[config.mk]
export PLATFORM = sky130hd
export DESIGN_NAME = dual_owner_channel_allocator
export DESIGN_NICKNAME = d
export VERILOG_FILES = /design/src/design/dca_pkg.sv /design/src/design/dca_ctrl.sv /design/src/design/dca_datapath.sv /design/src/design/dual_owner_channel_allocator.sv
export SDC_FILE = /design/constraint.sdc
export NUM_CORES = 1
export LEC_CHECK = 0
export ABC_AREA = 1
export BUFFER_PORTS_ARGS = -buffer_cell sky130_fd_sc_hd__buf_2
export CORE_MARGIN = 2
export CORE_UTILIZATION = 55
export DETAILED_ROUTE_END_ITERATION = 6
export PLACE_DENSITY_LB_ADDON = 0.12
export SLEW_MARGIN = 15
export SYNTH_ARGS = -nofsm -noshare
export SYNTH_HDL_FRONTEND = slang
export SYNTH_HIERARCHICAL = 1
export SYNTH_SLANG_ARGS = --single-unit
[constraint.sdc]
create_clock -name aclk -period 3.9 [get_ports aclk]
set_input_delay 0.195 -clock aclk [delete_from_list [all_inputs] [get_ports aclk]]
set_output_delay 0.195 -clock aclk [all_outputs]
set_load 0.02 [all_outputs]
[src/design/dca_pkg.sv]
`timescale 1ns / 1ps
`default_nettype none
// ----------------------------------------------------------------------------
// dca_pkg - shared types and constants for the channel allocator
// field widths, stream packing, status codes and controller/datapath links
// ----------------------------------------------------------------------------
package dca_pkg;

    // request and result field widths
    localparam int ID_W      = 5;
    localparam int CH_W      = 4;
    localparam int PRIO_W    = 8;
    localparam int MASK_W    = 16;

    // stream widths, padded to whole bytes
    localparam int S_TDATA_W = 16;
    localparam int M_TDATA_W = 24;

    // operation codes carried on s_tuser
    localparam logic CMD_ALLOC = 1'b0;
    localparam logic CMD_FREE  = 1'b1;

    typedef enum logic [1:0] {
        ST_OK       = 2'd0,
        ST_NOFREE   = 2'd1,
        ST_BADID    = 2'd2,
        ST_NOTALLOC = 2'd3
    } status_t;

    // one result beat
    typedef struct packed {
        logic              quiesce_channel;
        logic [PRIO_W-1:0] vector_priority;
        logic              vector_core;
        logic              vector_disable;
        logic              vector_enable;
        logic              assert_engine_reset;
        logic              release_engine_reset;
        logic [CH_W-1:0]   granted_channel;
        status_t           status;
    } result_t;

    // controller to datapath
    typedef struct packed {
        logic load;
        logic decide;
        logic commit;
    } ctrl_cmd_t;

    // datapath to controller
    typedef struct packed {
        logic out_stall;
    } ctrl_sts_t;

endpackage

`default_nettype wire

[src/design/dca_ctrl.sv]
`timescale 1ns / 1ps
`default_nettype none
// ----------------------------------------------------------------------------
// dca_ctrl - request sequencer
// steps each request through capture, decide and commit
// ----------------------------------------------------------------------------
module dca_ctrl (
    input  wire logic               aclk,
    input  wire logic               aresetn,
    input  wire logic               s_tvalid,
    output logic                    s_tready,
    output dca_pkg::ctrl_cmd_t      cmd,
    input  wire dca_pkg::ctrl_sts_t sts
);
    import dca_pkg::*;

    typedef enum logic [2:0] {
        S_IDLE   = 3'b001,
        S_DECIDE = 3'b010,
        S_COMMIT = 3'b100
    } state_t;

    state_t state_reg;
    state_t state_next;
    logic   commit_ok;

    assign commit_ok  = (state_reg == S_COMMIT) && !sts.out_stall;
    // a new beat may enter in the same cycle the previous one commits
    assign s_tready   = (state_reg == S_IDLE) || commit_ok;
    assign cmd.load   = s_tvalid && s_tready;
    assign cmd.decide = (state_reg == S_DECIDE);
    assign cmd.commit = commit_ok;

    always_comb begin
        state_next = state_reg;
        case (state_reg)
            S_IDLE: begin
                if (cmd.load) begin
                    state_next = S_DECIDE;
                end
            end
            S_DECIDE: begin
                state_next = S_COMMIT;
            end
            S_COMMIT: begin
                if (commit_ok) begin
                    state_next = cmd.load ? S_DECIDE : S_IDLE;
                end
            end
            default: begin
                state_next = S_IDLE;
            end
        endcase
    end

    always_ff @(posedge aclk) begin
        if (!aresetn) begin
            state_reg <= S_IDLE;
        end else begin
            state_reg <= state_next;
        end
    end

`ifndef SYNTHESIS
    a_load_to_decide: assert property (@(posedge aclk) disable iff (!aresetn)
        (aresetn && cmd.load) |=> (state_reg == S_DECIDE))
        else $error("accepted beat did not move to decide");

    a_decide_to_commit: assert property (@(posedge aclk) disable iff (!aresetn)
        (aresetn && state_reg == S_DECIDE) |=> (state_reg == S_COMMIT))
        else $error("decide not followed by commit");

    a_stall_holds: assert property (@(posedge aclk) disable iff (!aresetn)
        (aresetn && state_reg == S_COMMIT && sts.out_stall) |=> (state_reg == S_COMMIT))
        else $error("commit left while output stalled");
`endif

endmodule

`default_nettype wire

[src/design/dca_datapath.sv]
`timescale 1ns / 1ps
`default_nettype none
// ----------------------------------------------------------------------------
// dca_datapath - ownership masks, lowest-free search and result register
// decides a request from the masks, then commits the mask update and flags
// ----------------------------------------------------------------------------
module dca_datapath #(
    parameter int CHANNELS = 12
) (
    input  wire logic                            aclk,
    input  wire logic                            aresetn,
    input  wire dca_pkg::ctrl_cmd_t              cmd,
    output dca_pkg::ctrl_sts_t                   sts,
    input  wire logic [dca_pkg::S_TDATA_W-1:0]   s_tdata,
    input  wire logic                            s_tuser,
    output logic                                 m_tvalid,
    input  wire logic                            m_tready,
    output logic [dca_pkg::M_TDATA_W-1:0]        m_tdata
);
    import dca_pkg::*;

    localparam logic [ID_W-1:0] CHAN_ID = ID_W'(CHANNELS);

    // captured request
    logic              op_reg;
    logic [ID_W-1:0]   id_reg;
    logic              core_reg;
    logic [PRIO_W-1:0] prio_reg;

    // decision
    status_t           st_reg;
    status_t           st_next;
    logic [CH_W-1:0]   ch_reg;
    logic [CH_W-1:0]   ch_next;

    // ownership
    logic [CHANNELS-1:0] core0_owned_reg;
    logic [CHANNELS-1:0] core0_owned_next;
    logic [CHANNELS-1:0] core1_owned_reg;
    logic [CHANNELS-1:0] core1_owned_next;

    result_t res_reg;
    result_t res_next;
    logic    m_valid_reg;

    logic [CHANNELS-1:0] taken;
    logic [MASK_W-1:0]   taken_ext;
    logic                lf_found;
    logic [CH_W-1:0]     lf_idx;
    logic [MASK_W-1:0]   bit_ext;
    logic [CHANNELS-1:0] bitm;

    assign taken     = core0_owned_reg | core1_owned_reg;
    assign taken_ext = MASK_W'(taken);

    // lowest free channel
    always_comb begin
        lf_found = 1'b0;
        lf_idx   = '0;
        for (int i = CHANNELS - 1; i >= 0; i--) begin
            if (!taken[i]) begin
                lf_found = 1'b1;
                lf_idx   = CH_W'(i);
            end
        end
    end

    always_comb begin
        st_next = ST_OK;
        ch_next = id_reg[CH_W-1:0];
        if (op_reg == CMD_ALLOC) begin
            if (id_reg > CHAN_ID) begin
                st_next = ST_BADID;
            end else if (id_reg < CHAN_ID) begin
                st_next = taken_ext[id_reg[CH_W-1:0]] ? ST_NOFREE : ST_OK;
            end else begin
                ch_next = lf_idx;
                st_next = lf_found ? ST_OK : ST_NOFREE;
            end
        end else begin
            if (id_reg >= CHAN_ID) begin
                st_next = ST_BADID;
            end else begin
                st_next = taken_ext[id_reg[CH_W-1:0]] ? ST_OK : ST_NOTALLOC;
            end
        end
    end

    assign bit_ext = MASK_W'(1) << ch_reg;
    assign bitm    = bit_ext[CHANNELS-1:0];

    // mask update and event flags
    always_comb begin
        core0_owned_next = core0_owned_reg;
        core1_owned_next = core1_owned_reg;
        res_next         = '0;
        res_next.status  = st_reg;
        if (st_reg == ST_OK) begin
            res_next.granted_channel = ch_reg;
            if (op_reg == CMD_ALLOC) begin
                res_next.release_engine_reset = (taken == '0);
                if (core_reg == 1'b0) begin
                    res_next.vector_enable = (core0_owned_reg == '0);
                    core0_owned_next       = core0_owned_reg | bitm;
                end else begin
                    res_next.vector_enable = (core1_owned_reg == '0);
                    res_next.vector_core   = (core1_owned_reg == '0);
                    core1_owned_next       = core1_owned_reg | bitm;
                end
                res_next.vector_priority = res_next.vector_enable ? prio_reg : '0;
            end else begin
                res_next.quiesce_channel = 1'b1;
                // core 0 is checked first for ownership
                if ((core0_owned_reg & bitm) != '0) begin
                    core0_owned_next        = core0_owned_reg & ~bitm;
                    res_next.vector_disable = (core0_owned_next == '0);
                end else begin
                    core1_owned_next        = core1_owned_reg & ~bitm;
                    res_next.vector_disable = (core1_owned_next == '0);
                    res_next.vector_core    = (core1_owned_next == '0);
                end
                res_next.assert_engine_reset =
                    ((core0_owned_next | core1_owned_next) == '0);
            end
        end
    end

    always_ff @(posedge aclk) begin
        if (cmd.load) begin
            id_reg   <= s_tdata[ID_W-1:0];
            core_reg <= s_tdata[ID_W];
            prio_reg <= s_tdata[ID_W+PRIO_W:ID_W+1];
            op_reg   <= s_tuser;
        end
        if (cmd.decide) begin
            st_reg <= st_next;
            ch_reg <= ch_next;
        end
        if (cmd.commit) begin
            res_reg <= res_next;
        end
    end

    always_ff @(posedge aclk) begin
        if (!aresetn) begin
            core0_owned_reg <= '0;
            core1_owned_reg <= '0;
            m_valid_reg     <= 1'b0;
        end else begin
            if (cmd.commit) begin
                core0_owned_reg <= core0_owned_next;
                core1_owned_reg <= core1_owned_next;
                m_valid_reg     <= 1'b1;
            end else if (m_tready) begin
                m_valid_reg <= 1'b0;
            end
        end
    end

    assign sts.out_stall = m_valid_reg && !m_tready;
    assign m_tvalid      = m_valid_reg;
    assign m_tdata       = M_TDATA_W'(res_reg);

`ifndef SYNTHESIS
    a_masks_disjoint: assert property (@(posedge aclk) disable iff (!aresetn)
        (core0_owned_reg & core1_owned_reg) == '0)
        else $error("channel owned by both cores");

    a_commit_shows: assert property (@(posedge aclk) disable iff (!aresetn)
        (aresetn && cmd.commit) |=> m_valid_reg)
        else $error("committed result not presented");

    a_fail_clean: assert property (@(posedge aclk) disable iff (!aresetn)
        (m_valid_reg && res_reg.status != ST_OK) |->
            (res_reg.granted_channel == '0 && !res_reg.quiesce_channel &&
             !res_reg.vector_enable && !res_reg.vector_disable &&
             !res_reg.release_engine_reset && !res_reg.assert_engine_reset))
        else $error("failed request carries events");
`endif

endmodule

`default_nettype wire

[src/design/dual_owner_channel_allocator.sv]
`timescale 1ns / 1ps
`default_nettype none
// ----------------------------------------------------------------------------
// dual_owner_channel_allocator - dma channel allocator shared by two cores
//
// s_ channel: one request beat, operation on s_tuser (0 allocate, 1 free),
//   channel id, requesting core and irq priority in s_tdata
// m_ channel: exactly one result beat per request, status, granted channel
//   and engine / interrupt vector / quiesce events in m_tdata
// path: a taken request is captured, decided, then committed to the output register
// overlap: a new request is taken only when idle or as the last one commits;
//   it is decided against the ownership masks in the decide state, then
//   committed in the commit state; the masks are only updated at commit
// stall: the result sits in an output register; a stalled receiver holds the
//   commit cycle, so at most one decided request waits behind it
// reset: synchronous on aresetn low; both ownership masks clear (no channel
//   taken) and the output register empties
// ----------------------------------------------------------------------------
module dual_owner_channel_allocator #(
    parameter int CHANNELS = 12
) (
    input  wire logic                          aclk,
    input  wire logic                          aresetn,
    input  wire logic                          s_tvalid,
    output logic                               s_tready,
    // [4:0] channel_id, [5] requesting_core, [13:6] irq_priority, [15:14] zero
    input  wire logic [dca_pkg::S_TDATA_W-1:0] s_tdata,
    // [0] cmd
    input  wire logic                          s_tuser,
    output logic                               m_tvalid,
    input  wire logic                          m_tready,
    // [1:0] status, [5:2] granted_channel, [6] release_engine_reset,
    // [7] assert_engine_reset, [8] vector_enable, [9] vector_disable,
    // [10] vector_core, [18:11] vector_priority, [19] quiesce_channel,
    // [23:20] zero
    output logic [dca_pkg::M_TDATA_W-1:0]      m_tdata
);
    import dca_pkg::*;

    ctrl_cmd_t cmd;
    ctrl_sts_t sts;

    // sequencer: capture, decide, commit
    dca_ctrl u_ctrl (
        .aclk     (aclk),
        .aresetn  (aresetn),
        .s_tvalid (s_tvalid),
        .s_tready (s_tready),
        .cmd      (cmd),
        .sts      (sts)
    );

    // masks, search and result register
    dca_datapath #(
        .CHANNELS (CHANNELS)
    ) u_datapath (
        .aclk     (aclk),
        .aresetn  (aresetn),
        .cmd      (cmd),
        .sts      (sts),
        .s_tdata  (s_tdata),
        .s_tuser  (s_tuser),
        .m_tvalid (m_tvalid),
        .m_tready (m_tready),
        .m_tdata  (m_tdata)
    );

endmodule

`default_nettype wire

==> impl_metrics.tcl, run 1 <==
set metrics [dict create \
    cts_buffers 9 \
    power_uw 1640 \
    grt_usage 0.255 \
    via_per_inst 5.65 \
    fin_util 0.649 \
    largest_register_ffs 20 \
    netlist_instances 474 \
    cellPowerDensity_nw_per_um2 397 \
    ir_worst_vdd_mv 0.299 \
    cts.sinks 69 \
    fin_tns_setup_ns 0 \
    fp.dieW_um 85.6 \
    postCtsSetupBuffers 0 \
    root_buffer "clkbuf_8" \
    grt_start_max_net_pins 27 \
    place.gp.congestion 1.01 \
    synth_area_um2 3660 \
    crit_start "u_datapath/op_reg" \
    timing.final.crit_share 0.652 \
    crit_fanout 14 \
    vias 3368 \
    insertion_delay_ns 0.34 \
    synth_top_area_share 0.336 \
    synth_seq_cells 69 \
    cap_violations 0 \
    gr-total-overflow 0 \
    grt_pass1_wl_um 14500 \
    instances_no_fill 596 \
    critical_path_class "flip-flop to flip-flop" \
    relSlewSlack 0.418 \
    hold_class "primary input to flip-flop" \
    critPathRequiredTime_ns 4.14 \
    ant_nets 0 \
    rows 29 \
    setup_slack_ns 1.36 \
    fin_skew_ns 0.00847 \
    setup_viol 0 \
    layout_common_cells "nand2_1, nor2_1, inv_1" \
    nFillCells 560 \
    fp.dieH_um 85.6 \
    rsz0062_at_grt "no" \
    synth_area_per_cell_um2 7.72 \
    wl_per_cell_um 14.7 \
    synth-seq-area-share 0.490 \
    synthDistinctLibCells 38 \
    drcViolationCount 0 \
    cts_resized 0 \
    drive_above_1_share 0.154 \
    h-tree-depth 3 \
    antenna_found_initial 0 \
    worst_slew_pin_slew_ns 0.873 \
    multi_input_area_um2 1500 \
    seqCellArea_um2 1790 \
    fin_nets 535 \
    path_clk_slew_ns 0.08 \
    pin_count 47 \
    maxSlewViolCount 0 \
    area_growth_pct 13.3 \
    port_buffers 40 \
    critPathLaunchType "flip-flop" \
    finalHoldViolations 0 \
    core_area_um2 6390 \
    ctsHoldBuffers 0 \
    final_common_cell "nand2_1" \
    status "completed" \
    place_ws_ns 1.47 \
    fin_crit_ns 2.54 \
    initial_core_util 0.573 \
    grt_pass1_vias 2943 \
    synth_warnings 6 \
    synth_area_leaders "edfxtp_1, dfxtp_1, nand2_1" \
    cts_tree "built" \
    clock_path_buffers 2 \
    clock.fmax_mhz 393 \
    dp_hpwl_um 6540 \
    antennaDiodeCount 0 \
    end_kind "flip-flop" \
    drt_iter0_drc 325 \
    wl_um 8790 \
    die_area_um2 7320 \
    first_pass_iters 5 \
    holdCritStartpoint "s_tuser" \
    p_leak_uw 0.00198 \
    post-place-cells 580 \
    r2r_start "u_datapath/op_reg" \
    synth_top_area_cell "edfxtp_1" \
    cp.arrival_ns 2.78 \
]
==> final cells by class <==
type	count	area share
flip-flops and latches	69	0.432
clock inverters	7	0.0314
multi-input cells	315	0.361
well taps	77	0.0232
repair buffers	43	0.0537
inverters	76	0.0688
clock buffers	9	0.0299
==> Yosys cell counts <==
| cell | instances |
|---|---|
| nand2_1 | 120 |
| conb_1 | 1 |
| a21oi_1 | 9 |
| nor4_1 | 7 |
| a311oi_1 | 1 |
| nor2_2 | 3 |
| buf_4 | 7 |
| buf_2 | 3 |
| a31oi_1 | 8 |
| or2_2 | 1 |
| nor3_1 | 2 |
| nand3b_1 | 1 |
| nor3b_1 | 1 |
| nor2_4 | 1 |
| o21ai_2 | 1 |
| clkinv_1 | 2 |
| inv_2 | 9 |
| nand4_1 | 15 |
| nand3_2 | 1 |
| clkbuf_1 | 6 |
| o31ai_1 | 2 |
| edfxtp_1 | 41 |
| dfxtp_1 | 28 |
| or4_1 | 1 |
| or3_1 | 1 |
| o21ai_1 | 1 |
| a21boi_0 | 1 |
| o211ai_1 | 8 |
| nand3_1 | 24 |
| o221ai_1 | 11 |
| o21bai_1 | 2 |
| a211oi_1 | 2 |
| nor2_1 | 69 |
| buf_6 | 1 |
| inv_1 | 65 |
| o21ai_0 | 14 |
| nor3_2 | 1 |
| nand2_2 | 3 |
==> final timing paths <==
path	end	slack, ns	cells after the start
worst max-delay path	u_datapath/core0_owned_reg[9]	1.36	5
worst min-delay path	u_datapath/op_reg	0.02	1
worst max register to register	u_datapath/core0_owned_reg[9]	1.36	5
worst min register to register	u_datapath/m_tdata[0]	0.46	0
==> logic make-up (layout without fill, tap and decap cells) <==
kind of cell    Yosys count  count (layout)  synth area share
flops                    69              69             0.490
simple gates            251             251             0.295
buf+inv                  93             135             0.106
compound gates           60              60             0.108
other cells               1               4           0.00102
==> report_power, final <==
group / leakage, µW / total, µW / internal, µW / switching, µW
logic: 0.00124 / 102 / 31.9 / 70.6
clock network: 0.000128 / 734 / 437 / 297
registers: 0.000606 / 809 / 793 / 15.6
total: 0.00198 / 1640 / 1260 / 383
==> critical path, cell delays in order (launching register included) <==
cell,delay [ns]
edfxtp_1,0.66
inv_1,0.38
a21oi_1,0.78
buf_4,0.32
a21oi_1,0.08
a311oi_1,0.22
==> through the flow <==
stage,cell area [µm²],hold WS (ns)
6_report,4150,0.0239
5_1_grt,4150,0.00904
4_1_cts,4150,0.00596
3_5_place_dp,3890,0.373
3_3_place_gp,3890,0.372
2_1_floorplan,3670,0.294
==> per-layer routing <==
| metal | vias up | track usage | part of all wire |
|---|---|---|---|
| met5 | - | 0 | 0 |
| met4 | 0 | 0.0880 | 0.019 |
| met3 | 20 | 0.0337 | 0.092 |
| met2 | 175 | 0.391 | 0.44 |
| met1 | 1516 | 0.375 | 0.44 |
| li1 | 1657 | - | - |
(Power assumes the default switching activity.)
==> inputs of run 2 (changes only) <==
==> constraint.sdc (replaced) <==
create_clock -name aclk -period 2.63 [get_ports aclk]
set_input_delay 0.1315 -clock aclk [delete_from_list [all_inputs] [get_ports aclk]]
set_output_delay 0.1315 -clock aclk [all_outputs]
set_load 0.02 [all_outputs]
==> run 2 against run 1 <==
Net effect: wire length increased by 2.5%; worst hold slack improved by 0.0071 ns; clock power increased by 20%; clock skew increased by 0.012 ns; global-route usage increased by 0.80 points; combinational power increased by 74%; critical path depth increased by 9; die area unchanged; critical endpoint is now u_datapath/m_tdata[7].
==> impl_metrics.tcl, run 2 (same netlist as run 1, synthesis figures left out) <==
set metrics [dict create \
    port_buffers 40 \
    place.gp.congestion 0.953 \
    maxSlewViolCount 0 \
    p_leak_uw 0.00203 \
    end_kind "flip-flop" \
    grt_usage 0.263 \
    first_pass_iters 5 \
    via_per_inst 5.46 \
    place_ws_ns 0.413 \
    critPathRequiredTime_ns 2.83 \
    setup_viol 0 \
    cts_resized 0 \
    grt_pass1_wl_um 14700 \
    pin_count 47 \
    hold_end "u_ctrl/state_reg[1]" \
    nFillCells 560 \
    clock_path_buffers 2 \
    critical-path-top-delay-family "simple AND/OR/NAND/NOR gates" \
    dp_hpwl_um 6620 \
    ir_worst_vdd_mv 0.445 \
    hold_class "primary input to flip-flop" \
    wl_per_cell_um 14.7 \
    rsz0062_at_grt "no" \
    vias 3359 \
    whs_ns 0.0310 \
    ant_nets 0 \
    gr-total-overflow 0 \
    cellPowerDensity_nw_per_um2 526 \
    timing.final.crit_share 0.882 \
    crit_slowest_cell "edfxtp_1" \
    final_common_cell "nand2_1" \
    r2r_start "u_datapath/ch_reg[3]" \
    grt_pass1_vias 2995 \
    wl_um 9010 \
    path_cells "inv_2 -> nand2_2 -> nor2_1 -> nand2_1 -> nand2_1 -> nor2_1 -> nand3_2 -> nand2_1 -> nand2_1 -> nor2_1 -> nand2_1 -> nor2_1 -> nand2_1 -> nor2_1" \
    crit_fanout 14 \
    core_area_um2 6390 \
    h-tree-depth 3 \
    insertion_delay_ns 0.36 \
    status "completed" \
    drcViolationCount 0 \
    cts.sinks 69 \
    fin_nets 554 \
    drt_iter0_drc 264 \
    area_growth_pct 16.9 \
    critPathLaunchType "flip-flop" \
    largest_register_ffs 20 \
    die_area_um2 7320 \
    reg2reg_slack_ns 0.31 \
    power_uw 2250 \
    rr_worst_depth 14 \
    timing.rr.end "u_datapath/m_tdata[7]" \
    rows 29 \
    fin_crit_ns 2.32 \
    post-place-cells 584 \
    cts_tree "built" \
    antennaDiodeCount 0 \
    cts_buffers 9 \
    clock.fmax_mhz 431 \
    layout_common_cells "nand2_1, nor2_1, inv_1" \
    fin_tns_setup_ns 0 \
    grt_start_max_net_pins 27 \
    fin_skew_ns 0.0209 \
    path_clk_slew_ns 0.09 \
    fp.dieW_um 85.6 \
    critPathMaxStageDelay_ns 0.56 \
    finalHoldViolations 0 \
    fp.dieH_um 85.6 \
    instances_no_fill 615 \
    cap_violations 0 \
    critical_path_class "flip-flop to flip-flop" \
    setup_slack_ns 0.310 \
    root_buffer "clkbuf_8" \
    worst_slew_pin_slew_ns 0.590 \
    drive_above_1_share 0.156 \
    holdPathStages 3 \
    crit_top_cell "nand2_1" \
    holdCritStartpoint "s_tvalid" \
    critPathBufInv 1 \
    cp.arrival_ns 2.52 \
    relSlewSlack 0.606 \
    antenna_found_initial 0 \
    initial_core_util 0.573 \
]
## run 2: changes by cell type in the layout (fill, tap and decap cells not counted), sizes merged
cell | before | now
clkinv | 3 | 5
dlygate4sd3 | 0 | 15
buf | 43 | 47
inv | 77 | 76
clkinvlp | 0 | 1
bufinv | 3 | 1
## run 2: area by class of cell
type / instances / area (µm²) / area share
sequential: 69 / 1790 / 0.419
timing repair buffer: 62 / 403 / 0.0942
clock inverter: 7 / 81.3 / 0.0190
inverter: 76 / 285 / 0.0667
multi-input combinational: 315 / 1500 / 0.350
tap: 77 / 96.3 / 0.0225
clock buffer: 9 / 124 / 0.0290
## run 2: tightest hold or removal path, delay by kind of cell
kind | cells | cell delay, ns
and+or+nand+nor | 2 | 0.10
buffers and inverters | 1 | 0.11
## run 2: how the worst max path moves through the flow
stage | to | cells after the start | from
floorplan | u_datapath/core1_owned_reg[9] | 10 | u_datapath/m_tvalid
global placement | u_datapath/m_tdata[7] | 14 | u_datapath/ch_reg[3]
detailed placement | u_datapath/m_tdata[7] | 14 | u_datapath/ch_reg[3]
CTS | u_datapath/m_tdata[7] | 13 | u_datapath/ch_reg[3]
global route | u_datapath/m_tdata[7] | 14 | u_datapath/ch_reg[3]
finish | u_datapath/m_tdata[7] | 14 | u_datapath/ch_reg[3]
## run 2: power by group
part           leakage, µW  switching [µW]  internal (µW)  total [µW]
Clock             0.000100             431            448         879
Combinational      0.00133             111           65.4         177
Sequential        0.000606            19.5           1180        1200
Total              0.00203             561           1690        2250
## run 2: per-stage QoR
stage                util  cell area [µm²]
floorplan               -             3670
global placement    0.614             3920
detailed placement  0.614             3920
CTS                 0.670             4280
global route        0.670             4280
finish              0.670             4280
## run 2: metal layers
layer / global-route usage / vias to the layer above / routed length, µm / part of all wire
met5: 0 / - / 0 / 0
met2: 0.409 / 173 / 4090 / 0.45
met4: 0.0779 / 0 / 108 / 0.012
li1: - / 1683 / - / -
met3: 0.0577 / 8 / 867 / 0.096
met1: 0.372 / 1495 / 3940 / 0.44
## run 2: what timing repair did
item	in CTS	in global routing
buffers inserted	0	0
endpoints found under the hold margin	15	0
hold buffers	15	0
==> inputs of run 3 (changes only) <==
--- a/config.mk
+++ b/config.mk
@@ -10,6 +10,7 @@
 export CORE_MARGIN = 2
 export CORE_UTILIZATION = 55
 export DETAILED_ROUTE_END_ITERATION = 6
+export MAX_ROUTING_LAYER = met4
 export PLACE_DENSITY_LB_ADDON = 0.12
 export SLEW_MARGIN = 15
 export SYNTH_ARGS = -nofsm -noshare
==> run 3 against run 2 <==
Net effect: die area stayed put; cell area is 0.59% higher; first-iteration DRC count is 23% higher; clock power is 13% higher; core utilization is 0.39 points higher; sequential cell count stayed put; global-route usage is 0.27 points higher; non-clock buffer count stayed put; largest cell class unchanged; largest power group unchanged; highest routed layer unchanged.
==> impl_metrics.tcl, run 3 (same netlist as run 1, synthesis figures left out) <==
set metrics [dict create \
    grt_pass1_wl_um 14300 \
    crit_fanout 14 \
    layout_common_cells "nand2_1, nor2_1, inv_1" \
    seq_power_share 0.505 \
    gr-total-overflow 0 \
    place.gp.congestion 0.969 \
    area_growth_pct 17.5 \
    combPwrFrac 0.076 \
    drcViolationCount 0 \
    core_area_um2 6390 \
    crit_top_cell "nand2_1" \
    dp_hpwl_um 6590 \
    status "completed" \
    drive_above_1_share 0.156 \
    clock_path_buffers 2 \
    cts_buffers 9 \
    clock.fmax_mhz 439 \
    pin_count 47 \
    cellPowerDensity_nw_per_um2 549 \
    hold_class "primary input to flip-flop" \
    root_buffer "clkbuf_8" \
    rsz0062_at_grt "no" \
    die_area_um2 7320 \
    antenna_found_initial 0 \
    nFillCells 543 \
    fin_nets 554 \
    cp.arrival_ns 2.46 \
    insertion_delay_ns 0.35 \
    critPathLaunchType "flip-flop" \
    first_pass_iters 5 \
    grt_use_met1 0.359 \
    met2_usage 0.401 \
    fin_crit_ns 2.28 \
    ir_worst_vdd_mv 0.424 \
    cts_resized 0 \
    pwr-share-clk 0.419 \
    critPathBufInv 0 \
    cap_violations 0 \
    fin_tns_setup_ns 0 \
    fp.dieH_um 85.6 \
    h-tree-depth 3 \
    postCtsSetupBuffers 0 \
    grt_pass1_vias 2878 \
    wl_um 9100 \
    p_leak_uw 0.00205 \
    worst_slew_pin_slew_ns 0.578 \
    port_buffers 40 \
    path_cells "nand2_1 -> nor2_1 -> nand2_1 -> nand2_1 -> nor2_1 -> nand3_2 -> nand2_1 -> nand2_1 -> nor2_1 -> nand2_1 -> nor2_1 -> nand2_1 -> nor2_1" \
    finalHoldViolations 0 \
    setup_slack_ns 0.352 \
    final_common_cell "nand2_1" \
    ant_nets 0 \
    timing.final.crit_share 0.866 \
    p_int_uw 1790 \
    busiest_layer "met2" \
    fp.dieW_um 85.6 \
    grt_usage 0.266 \
    fin_skew_ns 0.00949 \
    critPathMaxStageDelay_ns 0.48 \
    relSlewSlack 0.614 \
    critical-path-top-delay-family "simple AND/OR/NAND/NOR gates" \
    p_switching_uw 572 \
    drt_iter0_drc 326 \
    initial_core_util 0.573 \
    end_kind "flip-flop" \
    cts_tree "built" \
    p_sw_frac 0.242 \
    place_ws_ns 0.457 \
    critPathRequiredTime_ns 2.81 \
    critical_path_class "flip-flop to flip-flop" \
    path_clk_slew_ns 0.08 \
    rows 29 \
    crit_slowest_cell "edfxtp_1" \
    grt_start_max_net_pins 27 \
    via_per_inst 5.53 \
    largest_register_ffs 20 \
    vias 3398 \
    grt_util_met3 0.0654 \
    cts.sinks 69 \
    antennaDiodeCount 0 \
    wl_per_cell_um 14.8 \
    setup_viol 0 \
    maxSlewViolCount 0 \
]
## run 3: changes by cell type in the layout (fill, tap and decap cells not counted)
cell	delta
bufinv_16	+1
clkinv_4	-1
clkinvlp_4	-1
inv_8	+1
## run 3: area by class of cell
class / instances / area [µm²] / share of cell area
flip-flops and latches: 69 / 1790 / 0.417
clock buffers: 9 / 124 / 0.0288
multi-input cells: 315 / 1500 / 0.348
repair buffers: 62 / 403 / 0.0937
well taps: 77 / 96.3 / 0.0224
inverters: 76 / 285 / 0.0663
clock inverters: 7 / 106 / 0.0247
## run 3: final timing paths
check,slack [ns],cells after the start,endpoint,startpoint
min,0.04,3,u_ctrl/state_reg[1],s_tvalid
max reg2reg,0.35,13,u_datapath/m_tdata[7],u_datapath/ch_reg[0]
max,0.35,13,u_datapath/m_tdata[7],u_datapath/ch_reg[0]
min reg2reg,0.46,0,u_datapath/m_tdata[1],u_datapath/st_reg[1]
## run 3: worst min-delay path, cell delays in order
cell	delay [ns]
buf_2	0.11
nand2_2	0.07
nor2_2	0.03
## run 3: stage by stage
step / power (µW) / hold slack (ns) / util / instance area [µm²] / cells
final: 2360 / 0.0371 / 0.674 / 4300 / 615
after global routing: 2450 / 0.0467 / 0.674 / 4300 / 615
after CTS: 2380 / 0.0242 / 0.674 / 4300 / 615
after detailed placement: 1380 / 0.310 / 0.614 / 3920 / 584
after global placement: 1370 / 0.308 / 0.614 / 3920 / 584
after floorplan: 1330 / 0.230 / - / 3670 / 477
## run 3: timing repair
item	4_1_cts	5_1_grt
setup endpoints to repair	0	0
hold endpoints to repair	15	0
hold buffers	15	0
## run 3: power groups by stage
stage                     Clock (µW)  Sequential (µW)  Combinational, µW
after detailed placement           0             1220                160
after floorplan                    0             1220                115
final                            990             1190                179
after CTS                       1010             1190                178
after global routing            1050             1200                200
after global placement             0             1220                157
## run 3: per-layer routing
metal / up-vias / share of wire / routed length, µm
met2: 178 / 0.45 / 4110
li1: 1683 / - / -
met4: 0 / 0.011 / 96
met3: 9 / 0.10 / 913
met1: 1528 / 0.44 / 3980
met5: - / 0 / 0
